## config.mk

```make
export PLATFORM = sky130hd
export DESIGN_NAME = http_chunked_body_decoder
export DESIGN_NICKNAME = d
export VERILOG_FILES = /design/src/sv/hcbd_pkg.sv /design/src/sv/hcbd_line_parser.sv /design/src/sv/http_chunked_body_decoder.sv
export SDC_FILE = /design/constraint.sdc
export NUM_CORES = 1
export LEC_CHECK = 0
export BUFFER_PORTS_ARGS = -buffer_cell sky130_fd_sc_hd__buf_2
export CAP_MARGIN = 15
export CORE_ASPECT_RATIO = 0.6
export CORE_UTILIZATION = 40
export CTS_BUF_LIST = sky130_fd_sc_hd__clkbuf_4 sky130_fd_sc_hd__clkbuf_8
export CTS_CLUSTER_SIZE = 20
export DETAILED_ROUTE_END_ITERATION = 10
export GPL_TIMING_DRIVEN = 0
export PLACE_DENSITY = 0.64
export SLEW_MARGIN = 20
export SYNTH_ARGS = -nofsm -noshare
export SYNTH_HDL_FRONTEND = slang
export SYNTH_SLANG_ARGS = --single-unit
```

## constraint.sdc

```tcl
create_clock -name clock -period 15.8 [get_ports clock]
set_input_delay 1.58 -clock clock [delete_from_list [all_inputs] [get_ports clock]]
set_output_delay 1.58 -clock clock [all_outputs]
set_load 0.05 [all_outputs]
```

## src/sv/hcbd_pkg.sv

```systemverilog
`default_nettype none

package hcbd_pkg;

   // Size line and counter widths
   localparam int SIZE_LINE_CHARS = 31;
   localparam int SIZE_BITS       = 32;
   localparam int LINE_CNT_W      = $clog2(SIZE_LINE_CHARS + 1);
   localparam int COUNT_W         = 24;
   localparam int CAP_W           = 25;
   localparam logic [COUNT_W-1:0] COUNT_MAX = '1;

   // Character codes
   localparam logic [7:0] CH_TAB   = 8'h09;
   localparam logic [7:0] CH_LF    = 8'h0A;
   localparam logic [7:0] CH_VT    = 8'h0B;
   localparam logic [7:0] CH_FF    = 8'h0C;
   localparam logic [7:0] CH_CR    = 8'h0D;
   localparam logic [7:0] CH_SP    = 8'h20;
   localparam logic [7:0] CH_PLUS  = 8'h2B;
   localparam logic [7:0] CH_MINUS = 8'h2D;
   localparam logic [7:0] CH_0     = 8'h30;
   localparam logic [7:0] CH_9     = 8'h39;
   localparam logic [7:0] CH_A_UP  = 8'h41;
   localparam logic [7:0] CH_F_UP  = 8'h46;
   localparam logic [7:0] CH_X_UP  = 8'h58;
   localparam logic [7:0] CH_A_LO  = 8'h61;
   localparam logic [7:0] CH_F_LO  = 8'h66;
   localparam logic [7:0] CH_X_LO  = 8'h78;

   // Body decode phase
   typedef enum logic [3:0] {
      PH_SIZE  = 4'b0001,
      PH_DATA  = 4'b0010,
      PH_TRAIL = 4'b0100,
      PH_DONE  = 4'b1000
   } phase_type;

   // strtol-style number parse phase
   typedef enum logic [4:0] {
      NP_WS     = 5'b00001,
      NP_SIGN   = 5'b00010,
      NP_ZERO   = 5'b00100,
      NP_DIGITS = 5'b01000,
      NP_END    = 5'b10000
   } num_phase_type;

   // Size line parse state
   typedef struct packed {
      logic                  cr_held;
      logic [LINE_CNT_W-1:0] line_chars;
      num_phase_type         num_phase;
      logic                  minus_seen;
      logic [SIZE_BITS-1:0]  size_value;
   } line_state_type;

   localparam line_state_type LINE_FRESH = '{
      cr_held:    1'b0,
      line_chars: '0,
      num_phase:  NP_WS,
      minus_seen: 1'b0,
      size_value: '0
   };

endpackage

`default_nettype wire

```

## src/sv/hcbd_line_parser.sv

```systemverilog
`default_nettype none

// Size line parser: one byte against the current line state.
// Handles CR holding and the hex number parse of the first line characters.
module hcbd_line_parser (
   input  hcbd_pkg::line_state_type line_st,
   input  logic [7:0]               ch,
   output hcbd_pkg::line_state_type line_nxt,
   output logic                     crlf_seen,
   output logic                     size_bad
);
   import hcbd_pkg::*;

   // One character into the number parser
   function automatic line_state_type feed(line_state_type s, logic [7:0] c);
      line_state_type r;
      logic           is_hex;
      logic [3:0]     dv;
      logic           is_ws;
      logic           sat;
      logic [SIZE_BITS-1:0] acc;
      num_phase_type  lead_ph;
      logic [SIZE_BITS-1:0] lead_val;
      r = s;
      is_hex = 1'b1;
      dv = '0;
      if (c >= CH_0 && c <= CH_9) begin
         dv = 4'(c - CH_0);
      end else if (c >= CH_A_LO && c <= CH_F_LO) begin
         dv = 4'(c - CH_A_LO + 8'd10);
      end else if (c >= CH_A_UP && c <= CH_F_UP) begin
         dv = 4'(c - CH_A_UP + 8'd10);
      end else begin
         is_hex = 1'b0;
      end
      is_ws = (c == CH_SP) || (c == CH_TAB) || (c == CH_LF) ||
              (c == CH_VT) || (c == CH_FF) || (c == CH_CR);
      // shift in a digit, saturating once the top nibble is in use
      sat = |s.size_value[SIZE_BITS-1 -: 4];
      acc = sat ? '1 : {s.size_value[SIZE_BITS-5:0], dv};
      // first character after whitespace or sign
      lead_ph  = NP_END;
      lead_val = s.size_value;
      if (c == CH_0) begin
         lead_ph = NP_ZERO;
      end else if (is_hex) begin
         lead_ph  = NP_DIGITS;
         lead_val = acc;
      end
      if (s.line_chars < LINE_CNT_W'(SIZE_LINE_CHARS)) begin
         r.line_chars = s.line_chars + 1'b1;
         case (s.num_phase)
            NP_WS: begin
               if (is_ws) begin
                  r.num_phase = NP_WS;
               end else if (c == CH_PLUS) begin
                  r.num_phase = NP_SIGN;
               end else if (c == CH_MINUS) begin
                  r.num_phase  = NP_SIGN;
                  r.minus_seen = 1'b1;
               end else begin
                  r.num_phase  = lead_ph;
                  r.size_value = lead_val;
               end
            end
            NP_SIGN: begin
               r.num_phase  = lead_ph;
               r.size_value = lead_val;
            end
            NP_ZERO: begin
               if (c == CH_X_LO || c == CH_X_UP) begin
                  r.num_phase = NP_DIGITS;
               end else if (is_hex) begin
                  r.num_phase  = NP_DIGITS;
                  r.size_value = acc;
               end else begin
                  r.num_phase = NP_END;
               end
            end
            NP_DIGITS: begin
               if (is_hex) begin
                  r.size_value = acc;
               end else begin
                  r.num_phase = NP_END;
               end
            end
            default: begin
               r.num_phase = s.num_phase;
            end
         endcase
      end
      return r;
   endfunction

   line_state_type held;

   // A held CR not followed by LF counts as a line character
   always_comb begin
      held = line_st;
      if (line_st.cr_held) begin
         held.cr_held = 1'b0;
         held = feed(held, CH_CR);
      end
      if (ch == CH_CR) begin
         line_nxt = held;
         line_nxt.cr_held = 1'b1;
      end else begin
         line_nxt = feed(held, ch);
      end
   end

   assign crlf_seen = line_st.cr_held && (ch == CH_LF);
   assign size_bad  = line_st.minus_seen || (line_st.size_value == '0);

endmodule

`default_nettype wire

```

## src/sv/http_chunked_body_decoder.sv

```systemverilog
// rsp_valid rises once the accepted input word has passed the input register and
// then the result register, where the result waits until rsp_ready takes it.
// One body byte per cycle while rsp_ready keeps the result register moving;
// rsp_ready passes straight to req_ready, so a full pipe still moves.
// Reset (synchronous, active high) returns the decoder to the size line
// start, clears the counts and sets the capacity to 2^24.
`default_nettype none

module http_chunked_body_decoder (
   input  logic                      clock,
   input  logic                      reset,
   input  logic                      req_valid,
   output logic                      req_ready,
   input  logic [7:0]                req_body_byte,
   input  logic                      req_is_last,
   output logic                      rsp_valid,
   input  logic                      rsp_ready,
   output logic [7:0]                rsp_payload_byte,
   output logic                      rsp_has_byte,
   output logic                      rsp_finished,
   output logic                      rsp_stop_cause,
   output logic [hcbd_pkg::COUNT_W-1:0] rsp_decoded_length,
   input  logic                      csr_valid,
   output logic                      csr_ready,
   input  logic [hcbd_pkg::CAP_W-1:0] csr_output_capacity
);
   import hcbd_pkg::*;

   // Input register
   logic       in_vld_ff, in_vld_in;
   logic [7:0] in_byte_ff;
   logic       in_last_ff;
   logic       advance;

   // Decode state
   phase_type            phase_ff, phase_in;
   line_state_type       line_ff, line_in;
   logic [SIZE_BITS-1:0] left_ff, left_in;
   logic [COUNT_W-1:0]   emit_ff, emit_in;
   logic [COUNT_W-1:0]   limit_ff, limit_in;
   logic [CAP_W-1:0]     cap_m1;

   // Result register
   logic               rsp_vld_ff, rsp_vld_in;
   logic [7:0]         rsp_byte_ff;
   logic               rsp_has_ff, rsp_fin_ff, rsp_cause_ff;
   logic [COUNT_W-1:0] rsp_len_ff;

   // Parser outputs and per-word decisions
   line_state_type parsed;
   logic           crlf_seen, size_bad;
   logic           has, stop, produce;

   hcbd_line_parser u_parser (
      .line_st   (line_ff),
      .ch        (in_byte_ff),
      .line_nxt  (parsed),
      .crlf_seen (crlf_seen),
      .size_bad  (size_bad)
   );

   // Handshakes
   assign advance   = in_vld_ff && (!rsp_vld_ff || rsp_ready);
   assign req_ready = !in_vld_ff || advance;
   assign csr_ready = 1'b1;
   assign in_vld_in = (req_valid && req_ready) ? 1'b1 : (advance ? 1'b0 : in_vld_ff);

   // Emit limit: capacity minus one, clipped to the count range
   assign cap_m1   = csr_output_capacity - 1'b1;
   assign limit_in = (csr_output_capacity == '0) ? '0 :
                     (cap_m1[CAP_W-1] ? COUNT_MAX : cap_m1[COUNT_W-1:0]);

   // Per-word state update
   always_comb begin
      phase_in = phase_ff;
      line_in  = line_ff;
      left_in  = left_ff;
      emit_in  = emit_ff;
      has      = 1'b0;
      stop     = 1'b0;
      case (phase_ff)
         PH_DATA: begin
            left_in = left_ff - 1'b1;
            if (emit_ff < limit_ff) begin
               has     = 1'b1;
               emit_in = emit_ff + 1'b1;
            end
            if (left_ff == SIZE_BITS'(1)) begin
               phase_in = PH_TRAIL;
               line_in  = LINE_FRESH;
            end
         end
         PH_TRAIL: begin
            // optional CR LF after the payload
            if (!(!line_ff.cr_held && in_byte_ff == CH_CR)) begin
               phase_in = PH_SIZE;
            end
            line_in = (line_ff.cr_held && in_byte_ff == CH_LF) ? LINE_FRESH : parsed;
         end
         PH_SIZE: begin
            if (crlf_seen) begin
               if (size_bad) begin
                  phase_in = PH_DONE;
                  stop     = 1'b1;
               end else begin
                  phase_in = PH_DATA;
                  left_in  = line_ff.size_value;
                  line_in  = LINE_FRESH;
               end
            end else begin
               line_in = parsed;
            end
         end
         default: begin
            phase_in = PH_DONE;
         end
      endcase
      // the last byte always restarts the body
      if (in_last_ff) begin
         phase_in = PH_SIZE;
         line_in  = LINE_FRESH;
         left_in  = '0;
         emit_in  = '0;
      end
   end

   assign produce    = (phase_ff != PH_DONE) && (has || stop || in_last_ff);
   assign rsp_vld_in = (advance && produce) ? 1'b1 :
                       (rsp_ready ? 1'b0 : rsp_vld_ff);

   // Control registers
   always_ff @(posedge clock) begin
      if (reset) begin
         in_vld_ff  <= 1'b0;
         rsp_vld_ff <= 1'b0;
         phase_ff   <= PH_SIZE;
         line_ff    <= LINE_FRESH;
         left_ff    <= '0;
         emit_ff    <= '0;
         limit_ff   <= COUNT_MAX;
      end else begin
         in_vld_ff  <= in_vld_in;
         rsp_vld_ff <= rsp_vld_in;
         if (advance) begin
            phase_ff <= phase_in;
            line_ff  <= line_in;
            left_ff  <= left_in;
            emit_ff  <= emit_in;
         end
         if (csr_valid) begin
            limit_ff <= limit_in;
         end
      end
   end

   // Payload registers
   always_ff @(posedge clock) begin
      if (req_valid && req_ready) begin
         in_byte_ff <= req_body_byte;
         in_last_ff <= req_is_last;
      end
      if (advance && produce) begin
         rsp_byte_ff  <= has ? in_byte_ff : 8'h00;
         rsp_has_ff   <= has;
         rsp_fin_ff   <= stop || in_last_ff;
         rsp_cause_ff <= !stop && in_last_ff;
         // count reported before the end-of-body clear
         rsp_len_ff   <= has ? (emit_ff + 1'b1) : emit_ff;
      end
   end

   assign rsp_valid          = rsp_vld_ff;
   assign rsp_payload_byte   = rsp_byte_ff;
   assign rsp_has_byte       = rsp_has_ff;
   assign rsp_finished       = rsp_fin_ff;
   assign rsp_stop_cause     = rsp_cause_ff;
   assign rsp_decoded_length = rsp_len_ff;

   // Checks
   a_payload_zero: assert property (@(posedge clock) disable iff (reset)
      rsp_valid && !rsp_has_byte |-> rsp_payload_byte == 8'h00)
      else $error("payload byte not zero without a decoded byte");

   a_cause_needs_finish: assert property (@(posedge clock) disable iff (reset)
      rsp_valid && !rsp_finished |-> !rsp_stop_cause)
      else $error("stop cause set on an unfinished result");

   a_data_left: assert property (@(posedge clock) disable iff (reset)
      phase_ff == PH_DATA |-> left_ff != '0)
      else $error("data phase with no bytes left");

   a_count_limit: assert property (@(posedge clock) disable iff (reset)
      emit_ff <= limit_ff)
      else $error("emitted count beyond the limit");

   a_stop_to_done: assert property (@(posedge clock) disable iff (reset)
      advance && stop && !in_last_ff |=> phase_ff == PH_DONE)
      else $error("stop did not park the decoder");

endmodule

`default_nettype wire

```

; ---- Word-level counts from Yosys, hierarchy flattened
; Cells that the tools add are included.
[op_classes]
reduce_logical = 42
magnitude_cmp = 9
addsub = 10
eq_ne = 29
muxes = 69
[ops]
columns = operator, count
row1 = $mux W32, 12
row2 = $mux W44, 6
row3 = $mux W24, 6
row4 = $pmux W44 S3, 1
row5 = $pmux W32 S4, 1
row6 = $mux W43, 2
row7 = $mux W33, 2
row8 = $pmux W32 S2, 1
row9 = $mux W5, 9
row10 = $eq A8 B4 Y1 const B, 5
row11 = $mux W4, 9
row12 = $eq A32 B1 Y1 const B, 1
row13 = $eq A8 B6 Y1 const B, 4
row14 = $logic_not A32 Y1, 1
row15 = $sub A32 B1 Y32 const B, 1
row16 = $logic_not A25 Y1, 1
row17 = $sub A25 B1 Y25 const B, 1
row18 = $add A24 B1 Y24 const B, 1
row19 = $lt A24 B24 Y1, 1
row20 = $pmux W5 S4, 1
row21 = $eq A8 B7 Y1 const B, 2
row22 = $ge A8 B7 Y1 const B, 2
row23 = $le A8 B7 Y1 const B, 2
row24 = $mux W1, 16
row25 = 29 further kinds, 71
[totals]
out_inout_bits = 38
wordCells = 177
ff_bits = 174
in_bits = 39

; ---- Longest topological paths before layout
; Gate-level depths: netlist of run 1.
[logic_depth]
word_depth = 19
ltp_mapped = 12
mapped_depth_nobuf = 10

; ---- Modules after synthesis
; A second synthesis of run 1 with hierarchy kept.
[unflattened]
hier_cells = 1336
hier_area_um2 = 10700.3
[by_module_without_submodules]
columns = mod, instances, area_each_um2, cells_each, seq_area_each_um2
row1 = http_chunked_body_decoder, 1, 9101.2, 1086, 3923.8
row2 = hcbd_line_parser, 1, 1599.0, 250, 0.0

; ---- Worst setup path after synthesis of run 1
; Ideal clock, no wire load.
[synth_timing]
path_type = input to register
start = input port rsp_ready
end = register rsp_len_ff[0], in the netlist rsp_decoded_length[0] (enable)
required_ns = 15.329
path_buffers = 1
path_stages = 5
slack_ns = 10.845
arrival_ns = 4.484
path_cell_list = nor2b_1 inv_1 nand2_1 clkbuf_1 nor3_1
[synth_via]
elab_chain_cells = 3
[synth_lines]
columns = item, line_no
row1 = "start, declared", http_chunked_body_decoder.sv:17  ; input logic rsp_ready,
row2 = $logic_or A1 B1 Y1, http_chunked_body_decoder.sv:63  ; assign advance = in_vld_ff && (!rsp_vld_ff || rsp_ready);
row3 = $logic_and A1 B1 Y1, http_chunked_body_decoder.sv:63
row4 = $logic_and A1 B1 Y1, http_chunked_body_decoder.sv:162  ; if (advance && produce) begin
row5 = "end signal, assigned", http_chunked_body_decoder.sv:168  ; rsp_len_ff <= has ? (emit_ff + 1'b1) : emit_ff;
row6 = "end, declared", http_chunked_body_decoder.sv:47  ; logic [COUNT_W-1:0] rsp_len_ff;
; Every way passes these cells.
; A chain may end at the register's enable or synchronous reset.

; ---- Worst setup path after layout of run 1
[layout_timing]
start = register emit_ff[13]
end = register rsp_len_ff[3], in the netlist rsp_decoded_length[3] (enable)
[layout_via]
elab_chain_cells = 7
[layout_lines]
columns = item, line_no
row1 = "start, declared", http_chunked_body_decoder.sv:39  ; logic [COUNT_W-1:0] emit_ff, emit_in;
row2 = "start signal, assigned", http_chunked_body_decoder.sv:148  ; emit_ff <= emit_in;
row3 = $lt A24 B24 Y1, http_chunked_body_decoder.sv:84  ; if (emit_ff < limit_ff) begin
row4 = $mux W1, http_chunked_body_decoder.sv:84
row5 = $mux W1, http_chunked_body_decoder.sv:81  ; case (phase_ff)
row6 = via has, http_chunked_body_decoder.sv:52  ; logic has, stop, produce;
row7 = $logic_or A1 B1 Y1 (2 in a row), http_chunked_body_decoder.sv:127  ; assign produce = (phase_ff != PH_DONE) && (has || stop || in_last_ff);
row8 = $logic_and A1 B1 Y1, http_chunked_body_decoder.sv:127
row9 = $logic_and A1 B1 Y1, http_chunked_body_decoder.sv:162
; The timed path passes the listed nets, and every way through them passes these cells.

==> results of run 1 <==
## metrics by stage
| step | util (%) | power [mW] |
|---|---|---|
| 2_1_floorplan | - | 0.581 |
| 3_3_place_gp | 44.5 | 0.625 |
| 3_5_place_dp | 44.7 | 0.627 |
| 4_1_cts | 46.5 | 0.982 |
| 5_1_grt | 46.5 | 1.02 |
| 6_report | 46.5 | 0.981 |
## metal layers
metal  vias up  wire, um  GRT usage (%)  share of wire [%]
li1       4648         -              -                  -
met1      4564     16000           38.9                 51
met2       494     11200           29.2                 36
met3        32      3770           8.16                 12
met4         0       287           4.84               0.92
met5         -         0              0                  0
## synthesized netlist by cell type (4+ instances only)
master / number
edfxtp_1: 44
a31oi_1: 22
or3_1: 13
and3b_1: 5
a211oi_1: 4
o31ai_1: 4
o221ai_1: 16
a22oi_1: 4
xor2_1: 22
o21bai_1: 5
a21oi_1: 68
nand3b_1: 4
buf_2: 8
nor3_1: 54
ha_1: 34
a221oi_1: 6
inv_1: 60
nor4_1: 19
or2_2: 5
nor4_2: 4
nand2b_1: 15
a32o_1: 5
and2_1: 14
o21ai_0: 64
nor2_1: 118
nand3_1: 46
nand4_1: 21
o21a_1: 6
xnor2_1: 24
nor2b_1: 5
nand4b_1: 9
buf_6: 6
nand2_1: 103
a211o_1: 4
o2bb2ai_1: 35
a311o_1: 4
o311ai_0: 16
o211ai_1: 9
or4_1: 5
a21o_1: 4
o32ai_1: 10
and3_1: 18
dfxtp_1: 130
clkbuf_1: 62
## final cells by class
type                       count  share of cell area (%)
multi-input combinational    888                    49.6
tap                          322                    3.53
sequential                   174                    34.4
clock buffer                  18                    2.12
inverter                      60                    1.97
clock inverter                14                    1.79
timing repair buffer          77                    3.44
buffer                        81                    3.21
## path summary, 6_finish.rpt
kind              slack (ps)                    end        start  depth (start not counted)
setup / recovery       11650  rsp_decoded_length[3]  emit_ff[13]                         14
hold / removal           480            left_ff[14]  left_ff[14]                          2
setup reg to reg       11650  rsp_decoded_length[3]  emit_ff[13]                         14
hold reg to reg          480            left_ff[14]  left_ff[14]                          2
## logic make-up after synthesis
group | count (synthesis) | share of synthesized area, %
fa+ha+maj | 36 | 4.38
simple gates | 478 | 24.4
mux | 5 | 0.517
flops | 174 | 38.6
xor+xnor | 46 | 3.96
buf+inv | 141 | 5.82
other cells | 1 | 0.0369
compound gates | 322 | 22.2
## power by group through the flow
stage	clock (mW)	sequential, mW	combinational [mW]
after global placement	0	0.483	0.143
final	0.360	0.473	0.149
after floorplan	0	0.490	0.0912
after global routing	0.383	0.474	0.162
after CTS	0.365	0.472	0.145
after detailed placement	0	0.483	0.144
## worst max-delay path, delay by kind of cell (launching register included)
kind	cells	cell delay, ps
compound gates	5	820
fa+ha+maj	1	320
buf+inv	6	1420
flops	1	600
simple gates	2	680
## layout by cell type (no fill, tap or decap), drive strengths merged, types with 22 or more instances in the layout
master / synthesis / routed
nor3: 54 / 54
nand3: 46 / 46
buf: 19 / 96
o2bb2ai: 35 / 35
a31oi: 22 / 22
nor4: 26 / 26
ha: 34 / 34
inv: 60 / 65
dfxtp: 130 / 130
xor2: 22 / 22
nand2: 103 / 103
edfxtp: 44 / 44
a21oi: 68 / 68
clkbuf: 62 / 80
nor2: 118 / 118
xnor2: 24 / 24
o21ai: 65 / 65
## registers in the layout, indices dropped and copies added (netlist names)
name,cells
phase_ff,4
in_last_ff,1
rsp_payload_byte,8
emit_ff,24
left_ff,32
rsp_stop_cause,1
rsp_valid,1
rsp_has_byte,1
rsp_decoded_length,24
in_byte_ff,8
rsp_finished,1
limit_ff,24
in_vld_ff,1
line_ff,44
==> flow_summary_export.csv, run 1 <==
group,metric,value,unit
synthesis,yosys_warnings,0,
timing,hold_viol_final,0,
routing,vias,9738,
finish,areaGrowthSynthToFinish,12.3,%
cts,cts_sinks,174,
synthesis,synthTopCellsByArea,"dfxtp_1, edfxtp_1, nor2_1, ha_1, nand2_1",
synthesis,synth_top_flop_cell,"dfxtp_1",
placement,hpwl,23300,um
placement,portBuffers,74,
worst_setup_path,arrival,4360,ps
finish,fin_nets,1372,
global_route,grt_pass1_wl,49000,um
cts,cts_setup_buffers,0,
timing,rsz0062_at_grt,"no",
cts,clock_latency,510,ps
power_and_ir_drop,seq_power_share,48.2,%
routing,dr.pass1.iters,5,
die,start_util,41.4,%
cts,clkTransAtPathRegs,100,ps
routing,routedWlPerCell,19.2,um
power_and_ir_drop,power_per_cell_area,86.0,nW/um^2
global_route,grt_pass1_vias,8581,
die,io-pin-count,77,
cts,cts-root-buf,"clkbuf_8",
worst_setup_path,required,16010,ps
worst_setup_path,crit_path_frequent_cell,"buf_4",
synthesis,synthCells,1203,
cts,holdBufCountCts,0,
timing,max_freq,0.241,GHz
worst_setup_path,worstSetupStartpointType,"flip-flop",
routing,drc,0,
die,row_count,44,
power_and_ir_drop,power.leakage,4.29,nW
finish,final_cells,1634,
timing,setup_tns,0,ps
timing,whs,481,ps
cts,h-tree-depth,4,
synthesis,synth_seq_area_share,38.6,%
placement,placed_cells,1602,
placement,dpl_cell_area,11000,sq um
finish,seqCellArea,3920,sq um
die,die_area,26100,sq um
power_and_ir_drop,p_clk_share,36.6,%
run,cap_violations,0,
finish,final_cell_area,11400,sq um
worst_setup_path,max_stage_delay,600,ps
cts,cts_buffer_depth,2,
placement,place_ws,11590,ps
timing,setup_viol,0,
timing,clock_skew,22.9,ps
synthesis,syn_nets,1276,
worst_setup_path,critPathKind,"reg2reg",
worst_setup_path,endpoint_kind,"flip-flop",
worst_setup_path,path_cells,"ha_1 -> a21oi_1 -> o21ai_0 -> a21oi_1 -> o211ai_1 -> o21a_1 -> inv_1 -> buf_2 -> buf_2 -> nor2_1 -> nor3_2 -> buf_4 -> buf_4 -> buf_4",
synthesis,yosysTopAreaCell,"dfxtp_1",
power_and_ir_drop,p_sw_share,29.7,%
die,core_area,24600,sq um
timing,timing.final.ws_setup,11650,ps
global_route,gr-usage-all-layers,24.0,%
synthesis,yosys.area.top_type_share,25.6,%
synthesis,synth_cell_type_count,83,
die,die_w,208,um
global_route,antenna_found_initial,0,
die,die_h,125,um
synthesis,avgSynthCellArea,8.45,sq um
routing,via_per_inst,5.96,
synthesis,synthesis.area,10200,sq um
routing,drt_iter0_drc,1012,
finish,n_antenna_cell,0,
placement,gp_congestion,0.934,
finish,multi_input_area,5650,sq um
power_and_ir_drop,power.switching,292,uW
worst_setup_path,worstPathMaxFanout,11,
synthesis,synth_seq_cells,174,
timing,max_slew_margin,36.5,%
power_and_ir_drop,vdd.ir_drop.worst,0.0360,mV
power_and_ir_drop,p_comb_share,15.2,%
timing,finalCritPeriodShare,26.2,%
status,status,"finished clean",
finish,fill_cells,2443,
cts,cts_buffers,17,
hold_path,hold_class,"reg2reg",
timing,drv_slew,0,
synthesis,async_flop_share,0,%
timing,worst_pin_slew,946,ps
worst_setup_path,slowest_stage,"dfxtp_1",
timing,post-route-min-period,4150,ps
finish,drive_above_1_share,12.1,%
routing,routed_wl,31300,um
global_route,grt_max_degree,17,
power_and_ir_drop,internal-power,690,uW
global_route,overflow,0,
routing,antenna_left,0,
cts,post_cts_resize_count,0,
cts,cts_tree,"yes",
synthesis,synth-edff-count,44,
Power figures use the tool's default switching activity.
==> run 2: changes to the inputs <==
--- a/config.mk
+++ b/config.mk
@@ -5,6 +5,7 @@
 export SDC_FILE = /design/constraint.sdc
 export NUM_CORES = 1
 export LEC_CHECK = 0
+export ABC_AREA = 1
 export BUFFER_PORTS_ARGS = -buffer_cell sky130_fd_sc_hd__buf_2
 export CAP_MARGIN = 15
 export CORE_ASPECT_RATIO = 0.6
==> constraint.sdc (replaced) <==
create_clock -name clock -period 4.2 [get_ports clock]
set_input_delay 0.42 -clock clock [delete_from_list [all_inputs] [get_ports clock]]
set_output_delay 0.42 -clock clock [all_outputs]
set_load 0.05 [all_outputs]
==> run 2 against run 1 <==
  * Die area up 3.5%
  * Clock-buffer cell count grew 2
  * Final area up 3.1%
  * Synthesized area is 3.6% higher
  * Setup slack got worse by 11000 ps
  * Sequential share of layout area down 1.0 points
  * Critical path depth fell by 3
  * Power grew to 4.2 times the previous value
  * Via count rose by 7.6%
==> flow_summary_export.csv, run 2 <==
group,metric,value,unit
status,status,"finished clean",
cts,clkTransAtPathRegs,100,ps
routing,antenna_left,0,
worst_setup_path,path_cells,"ha_1 -> nand3_1 -> inv_1 -> a32oi_1 -> nand3_1 -> a21oi_1 -> nand3_1 -> clkbuf_1 -> nand3_1 -> nand2_1 -> inv_2",
finish,final_cells,1972,
finish,utilization,46.0,%
worst_setup_path,required,4350,ps
placement,hpwl,24500,um
synthesis,synth_cell_type_count,49,
finish,drive_above_1_share,10.8,%
synthesis,synth_top_flop_cell,"dfxtp_1",
routing,routed_wl,32000,um
power_and_ir_drop,vdd.ir_drop.worst,0.241,mV
worst_setup_path,endpoint_kind,"flip-flop",
global_route,grt_max_degree,36,
cts,cts_buffers,17,
finish,final_cell_mix,"nand2_1, nor2_1, inv_1",
timing,post-route-min-period,3290,ps
die,core_area,25600,sq um
synthesis,synthesis.area,10500,sq um
cts,cts-root-buf,"clkbuf_8",
synthesis,avgSynthCellArea,6.96,sq um
worst_setup_path,worstSetupStartpointType,"flip-flop",
cts,post_cts_resize_count,0,
timing,hold_viol_final,0,
worst_setup_path,crit_family,"buffers and inverters",
routing,dr.pass1.iters,5,
finish,largest_reg_flops,44,
die,die_w,211,um
hold_path,hold_class,"in2reg",
synthesis,yosys_warnings,0,
timing,drv_slew,0,
finish,final_cell_area,11800,sq um
finish,largest_register,"line_ff",
die,die_area,27000,sq um
timing,max_freq,0.304,GHz
cts,cts_setup_buffers,0,
synthesis,synth-edff-count,44,
global_route,grt_pass1_vias,9177,
worst_setup_path,arrival,3440,ps
placement,placed_cells,1938,
worst_setup_path,critPathBufInv,3,
timing,worst_pin_slew,950,ps
power_and_ir_drop,power.leakage,5.14,nW
placement,gp_congestion,0.958,
power_and_ir_drop,fin_total_pwr,4.16,mW
finish,reg_top3,"line_ff x44, left_ff x32",
routing,via_per_inst,5.32,
finish,fill_cells,2671,
worst_setup_path,slowest_stage,"inv_2",
routing,routedWlPerCell,16.2,um
worst_setup_path,max_stage_delay,600,ps
routing,drc,0,
finish,areaGrowthSynthToFinish,11.8,%
finish,final_common_cell,"nand2_1",
cts,cts_sinks,174,
timing,setup_viol,0,
timing,setup_tns,0,ps
synthesis,synth_common_cells,"nand2_1, nor2_1, inv_1",
cts,clock_latency,520,ps
finish,multi_input_area,5670,sq um
routing,vias,10500,
synthesis,synth_seq_area_share,37.3,%
global_route,overflow,0,
worst_setup_path,worstPathMaxFanout,35,
global_route,antenna_found_initial,2,
cts,holdBufCountCts,0,
worst_setup_path,crit_path_frequent_cell,"nand3_1",
synthesis,async_flop_share,0,%
die,io-pin-count,77,
placement,portBuffers,74,
die,die_h,128,um
synthesis,synthCells,1512,
die,row_count,45,
cts,h-tree-depth,4,
worst_setup_path,critPathKind,"reg2reg",
synthesis,yosysTopAreaCell,"dfxtp_1",
synthesis,synth_most_common_cell,"nand2_1",
timing,rsz0062_at_grt,"no",
die,start_util,41.2,%
timing,finalCritPeriodShare,78.3,%
timing,clock_skew,17.2,ps
cts,cts_buffer_depth,2,
timing,max_slew_margin,36.1,%
synthesis,synth_seq_cells,174,
finish,fin_nets,1678,
finish,seqCellArea,3920,sq um
global_route,gr-usage-all-layers,24.2,%
synthesis,syn_nets,1585,
routing,drt_iter0_drc,1181,
synthesis,yosys.area.top_type_share,24.7,%
cts,cts_tree,"yes",
synthesis,synthTopCellsByArea,"dfxtp_1, edfxtp_1, nand2_1, nor2_1, o21ai_0",
power_and_ir_drop,power_per_cell_area,353,nW/um^2
global_route,grt_pass1_wl,50600,um
run,cap_violations,0,
placement,dpl_cell_area,11300,sq um
==> run 2: changes by cell type after synthesis, sizes merged, moves of 16 or more <==
| cell | delta |
|---|---|
| a21oi | +53 |
| a31oi | -17 |
| and3 | -19 |
| clkbuf | -26 |
| inv | +105 |
| nand2 | +159 |
| nand3 | +59 |
| nor2 | +142 |
| nor3 | -32 |
| o21ai | +73 |
| o2bb2ai | -35 |
| o311ai | -16 |
| xor2 | +25 |
==> run 2: kinds of logic (layout without fill, tap and decap cells) <==
| logic type | count (synthesis) | after routing | synth area share [%] |
|---|---|---|---|
| AO/OA/AOI/OAI | 313 | 313 | 16.3 |
| other | 1 | 3 | 0.0356 |
| buffers and inverters | 230 | 336 | 8.92 |
| XOR/XNOR | 60 | 60 | 4.99 |
| flip-flops | 174 | 174 | 37.3 |
| AND/OR/NAND/NOR | 700 | 700 | 28.5 |
| adder cells (fa/ha/maj) | 34 | 34 | 4.04 |
==> run 2: path summary, 6_finish.rpt <==
kind              slack [ps]             start                    end  cells past startpoint
setup reg to reg         910       emit_ff[22]  rsp_decoded_length[5]                     11
hold / removal            70  req_body_byte[0]          in_byte_ff[0]                      1
setup / recovery         910       emit_ff[22]  rsp_decoded_length[5]                     11
hold reg to reg          470       line_ff[32]            line_ff[32]                      2
==> run 2: report_power, final <==
group	internal, mW	switching [mW]	total (mW)	leakage [nW]
clock network	0.582	0.695	1.28	0.212
logic	0.312	0.646	0.958	3.43
registers	1.82	0.107	1.92	1.49
==> run 2: stage by stage <==
step / setup WS [ps] / hold WS (ps)
6_report: 910 / 70.9
5_1_grt: 595 / 41.1
4_1_cts: 892 / 49.0
3_5_place_dp: 918 / 453
3_3_place_gp: 515 / 445
2_1_floorplan: 1430 / 423
==> run 2: worst reg2reg max path, cell delays in order, from the launching register on <==
cell and delay [ps]:
dfxtp_1 480, ha_1 300, nand3_1 120, inv_1 60
a32oi_1 150, nand3_1 110, a21oi_1 130, nand3_1 280
clkbuf_1 410, nand3_1 150, nand2_1 110, inv_2 600
==> run 2: layout make-up <==
type,instances,area share [%]
flip-flops and latches,174,33.3
inverters,168,5.38
diodes,2,0.0425
repair buffers,74,3.15
clock buffers,20,2.29
well taps,352,3.74
clock inverters,12,1.30
plain buffers,62,2.61
multi-input cells,1108,48.2
==> run 2: per-layer routing <==
layer / track usage, % / up-vias / part of all wire (%)
li1: - / 5201 / -
met1: 38.3 / 4829 / 51
met2: 30.7 / 421 / 38
met3: 7.13 / 31 / 9.9
met4: 5.80 / 0 / 1.2
met5: 0 / - / 0
